`src/rtl/c3wf_pkg.sv`:
```
// Shared types and constants of the 3x3 window filter.
// Used by the controller, the datapath and the top level; no dependencies.
`timescale 1ns / 1ps
package c3wf_pkg;

  // Register indexes of the configuration port.
  localparam logic [2:0] REG_WEIGHTS_TOP    = 3'd0;
  localparam logic [2:0] REG_WEIGHTS_MIDDLE = 3'd1;
  localparam logic [2:0] REG_WEIGHTS_BOTTOM = 3'd2;
  localparam logic [2:0] REG_DIVISOR        = 3'd3;
  localparam logic [2:0] REG_LINE_WIDTH     = 3'd4;

  // Signed sum of nine 8u x 8s products fits in 20 bits; a positive one in 19.
  localparam int ACC_W = 20;
  localparam int DIV_W = 19;

  localparam int STEP_W = 5;
  localparam logic [STEP_W-1:0] MAC_LAST = STEP_W'(8);
  localparam logic [STEP_W-1:0] DIV_LAST = STEP_W'(DIV_W - 1);

  typedef struct packed {
    logic              accept;    // latch beat, read line store
    logic              shift;     // shift window, write line store
    logic              mac;       // accumulate one product
    logic              prep;      // load divider
    logic              div_step;  // one quotient bit
    logic              out_load;  // load output register
    logic [STEP_W-1:0] step;      // tap select while accumulating
  } cmd_t;

  typedef struct packed {
    logic produce;  // current pixel yields an output
  } status_t;

endpackage

```
`src/rtl/c3wf_ctrl.sv`:
```
// Controller state machine of the 3x3 window filter.
// Depends on c3wf_pkg; drives the datapath through cmd_t.
`timescale 1ns / 1ps
module c3wf_ctrl (
  input  logic              clk_i,
  input  logic              rst_ni,
  input  logic              s_valid_i,
  output logic              s_ready_o,
  output logic              m_valid_o,
  input  logic              m_ready_i,
  input  c3wf_pkg::status_t status_i,
  output c3wf_pkg::cmd_t    cmd_o
);

  localparam logic [2:0] S_IDLE  = 3'd0;
  localparam logic [2:0] S_SHIFT = 3'd1;
  localparam logic [2:0] S_MAC   = 3'd2;
  localparam logic [2:0] S_PREP  = 3'd3;
  localparam logic [2:0] S_DIV   = 3'd4;
  localparam logic [2:0] S_DONE  = 3'd5;

  logic [2:0]                  state_q, state_d;
  logic [c3wf_pkg::STEP_W-1:0] cnt_q, cnt_d;
  logic                        mvalid_q, mvalid_d;

  always_comb begin
    state_d  = state_q;
    cnt_d    = cnt_q;
    cmd_o    = '0;
    cmd_o.step = cnt_q;
    s_ready_o = 1'b0;
    mvalid_d = mvalid_q && !m_ready_i;
    case (state_q)
      S_IDLE: begin
        s_ready_o = 1'b1;
        if (s_valid_i) begin
          cmd_o.accept = 1'b1;
          state_d = S_SHIFT;
        end
      end
      S_SHIFT: begin
        cmd_o.shift = 1'b1;
        cnt_d = '0;
        state_d = status_i.produce ? S_MAC : S_IDLE;
      end
      S_MAC: begin
        cmd_o.mac = 1'b1;
        cnt_d = cnt_q + 1'b1;
        if (cnt_q == c3wf_pkg::MAC_LAST) begin
          state_d = S_PREP;
        end
      end
      S_PREP: begin
        cmd_o.prep = 1'b1;
        cnt_d = '0;
        state_d = S_DIV;
      end
      S_DIV: begin
        cmd_o.div_step = 1'b1;
        cnt_d = cnt_q + 1'b1;
        if (cnt_q == c3wf_pkg::DIV_LAST) begin
          state_d = S_DONE;
        end
      end
      S_DONE: begin
        if (!mvalid_q || m_ready_i) begin
          cmd_o.out_load = 1'b1;
          mvalid_d = 1'b1;
          state_d = S_IDLE;
        end
      end
      default: state_d = S_IDLE;
    endcase
  end

  always_ff @(posedge clk_i or negedge rst_ni) begin
    if (!rst_ni) begin
      state_q  <= S_IDLE;
      cnt_q    <= '0;
      mvalid_q <= 1'b0;
    end else begin
      state_q  <= state_d;
      cnt_q    <= cnt_d;
      mvalid_q <= mvalid_d;
    end
  end

  assign m_valid_o = mvalid_q;

endmodule

```
`config.mk`:
```
export PLATFORM = sky130hd
export DESIGN_NAME = c3wf_ctrl
export DESIGN_NICKNAME = d
export VERILOG_FILES = /design/src/rtl/c3wf_pkg.sv /design/src/rtl/c3wf_ctrl.sv
export SDC_FILE = /design/constraint.sdc
export NUM_CORES = 1
export LEC_CHECK = 0
export BUFFER_PORTS_ARGS = -buffer_cell sky130_fd_sc_hd__buf_2
export CELL_PAD_IN_SITES_DETAIL_PLACEMENT = 1
export CELL_PAD_IN_SITES_GLOBAL_PLACEMENT = 1
export CORE_MARGIN = 3
export CORE_UTILIZATION = 35
export DETAILED_ROUTE_END_ITERATION = 7
export GPL_TIMING_DRIVEN = 0
export PLACE_DENSITY = 0.74
export SYNTH_ARGS = -nofsm -noshare
export SYNTH_HDL_FRONTEND = slang
export SYNTH_SLANG_ARGS = --single-unit
```
`constraint.sdc`:
```
create_clock -name clk_i -period 1.7 [get_ports clk_i]
set_clock_uncertainty 0.05 [all_clocks]
set_input_delay 0.51 -clock clk_i [delete_from_list [all_inputs] [get_ports clk_i]]
set_output_delay 0.51 -clock clk_i [all_outputs]
set_load 0.01 [all_outputs]
```
==> reports/metrics.yaml <==
setup_path:
  cp_common_cell: "buf_6"
  cp_max_fo: 8
  cp.required_ns: 1.14
  r2r_cells: 8
  path_cells: "buf_6 > buf_6 > nor2b_4 > nand2_2 > nor2_1 > buf_2"
  cp.arrival_ns: 1.33
  crit_slowest_cell: "dfrtp_1"
  reg2reg_from: "state_q[0]"
  end_kind: "output pin"
  crit_type: "reg -> out"
  crit_path_max_incr_delay_ns: 0.35
  start_kind: "flop"
  r2r-end: "cnt_q[2]"
  rrSetupSlack_ns: 0.08
detailed_routing:
  drtIter0Drc: 17
  postRouteAntennaNets: 0
  drc_errors: 0
  drt-pass1-iter-count: 4
  via_count: 767
  viasPerCell: 5.33
  drt_wl_total_mm: 2.48
  wire_per_inst_um: 17.2
grt:
  grt_pass1_wl_mm: 3.70
  overflow: 0
  grt_usage_pct: 19.1
  antenna_found_initial: 0
  grt_pass1_vias: 776
  grt_start_max_net_pins: 20
timing:
  slew_headroom_pct: 78.5
  worst_slew_pin_slew_ns: 0.320
  fmax_ghz: 0.528
  period_minus_slack_ns: 1.89
  finalSetupViolCount: 7
  layout_setup_ws_ns: -0.193
  grt_setup_unrepaired: "yes"
  fin_hold_ws_ns: 0.0190
  fin_setup_tns_ns: -1.03
  slew_violations: 0
  hold_viol_final: 0
  post-route-period-util_pct: 111
yosys:
  async_reset_ff_share_pct: 100
  synth_edf_count: 0
  syn_nets: 90
  syn_avg_cell_area_um2: 8.77
  netlist_area_um2: 719
  ys_warn_count: 0
  ys_seq_elements: 9
  synth-main-ff-cell: "dfrtp_1"
  synth.area.top_cells: "dfrtp_1 (31%), ha_1 (5.2%), a2111o_1 (4.7%), and3_1 (4.3%), and3b_1 (3.7%)"
  yosys.area.top_type: "dfrtp_1"
  synth_cell_types: 32
  synth_top_area_share_pct: 31.3
  ys_seq_area_share_pct: 31.3
  synthCells: 82
run_status:
  violations: "negative setup slack"
  status: "finished, violations left"
clocking:
  cts.htree.levels: 1
  numClockSinks: 9
  path_clk_slew_ns: 0.07
  clock_latency_ns: 0.28
  clock_path_buffers: 2
  cts_buffers: 3
  cts_tree: "built"
  cts_hold_buf: 0
  cts-root-buf: "clkbuf_4"
power_and_ir_drop:
  total_power_uw: 2170
  power.density_mw_per_mm2: 2060
  power.leakage_uw: 0.000535
  vdd_drop_max_uv: 841
die:
  die_h_um: 51.3
  num_rows: 15
  core_area_mm2: 0.00184
  initial_utilization_pct: 39.1
  num_io_pins: 18
  die_w_um: 51.3
  die_area_mm2: 0.00264
final_layout:
  drive_above_1_share_pct: 46.2
  antennaDiodeCount: 0
  fin_nets: 128
  most-common-layout-cells: "buf_2 (17), buf_4 (17), dfrtp_1 (8)"
  syn2layout_area_growth_pct: 46.3
  fillers: 236
  final_util_pct: 57.2
placed_design:
  globalplace.congestion: 0.760
  dpl.hpwl_mm: 1.52
  io_buffers: 17
min_path:
  min_path_type: "in -> async"
job:
  cap_violations: 0
## synthesized netlist by cell type, drive strengths merged, types with 3 or more instances
cell    n
and3    5
and3b   3
inv     3
nor2    6
nand3   4
nand2   5
a2111o  3
ha      3
dfrtp   9
nor2b   3
a21oi   3
buf     7
## state kept, by name (all words and copies together) (netlist names)
name and flops:
cnt_q 5, m_valid_o 1, state_q 3
## metrics by stage
step	cell area, µm²	cells	worst slack (ns)
floorplan	719	82	0.0744
global placement	836	124	-0.107
detailed placement	836	124	-0.118
CTS	937	133	-0.166
global route	1050	144	-0.269
finish	1050	144	-0.193
## worst max-delay path, delay by kind of cell (launching register included)
kind | cells | cell delay, ns
buffers and inverters | 3 | 0.38
DFF | 1 | 0.35
and+or+nand+nor | 3 | 0.33
## per-layer routing
metal / global-route usage [%] / wire length, µm
met5: 0 / 0
met4: 5.24 / 47
met3: 3.50 / 76
met2: 34.3 / 1320
met1: 23.0 / 1030
## cell families (layout without fill, tap and decap cells)
group,after synthesis,count (layout),synth area share (%)
AND/OR/NAND/NOR,41,41,34.3
flip-flops,9,9,31.3
buffers and inverters,10,47,8.17
AO/OA/AOI/OAI,17,17,18.6
adder cells (fa/ha/maj),3,3,5.22
XOR/XNOR,2,2,2.44
## power breakdown
part / internal [µW] / total, µW / switching (µW) / leakage, µW
Clock: 91.4 / 186 / 94.6 / 0.0000150
Combinational: 798 / 1510 / 711 / 0.000407
Sequential: 317 / 476 / 159 / 0.000114
## timing repair
item / in CTS / in global routing
setup buffers: 6 / 11
endpoints found under the setup margin: 7 / 7
pin swaps: 3 / 4
gates resized for setup: 12 / 9
## worst max-delay path by stage
| stage | start | endpoint | depth (start not counted) |
|---|---|---|---|
| final | state_q[0] | cmd_o[5] | 6 |
| after global routing | state_q[0] | cmd_o[5] | 6 |
| after CTS | state_q[0] | cmd_o[5] | 6 |
| after detailed placement | state_q[0] | cmd_o[5] | 6 |
| after global placement | state_q[0] | cmd_o[5] | 6 |
| after floorplan | state_q[0] | cmd_o[5] | 5 |
## area by class of cell
class	count	area [µm²]	share of cell area, %
tap	25	31.3	2.97
timing repair buffer	34	219	20.8
buffer	6	61.3	5.83
multi-input combinational	63	477	45.3
clock buffer	4	26.3	2.50
inverter	3	11.3	1.07
sequential	9	226	21.5
(Power assumes the default switching activity.)
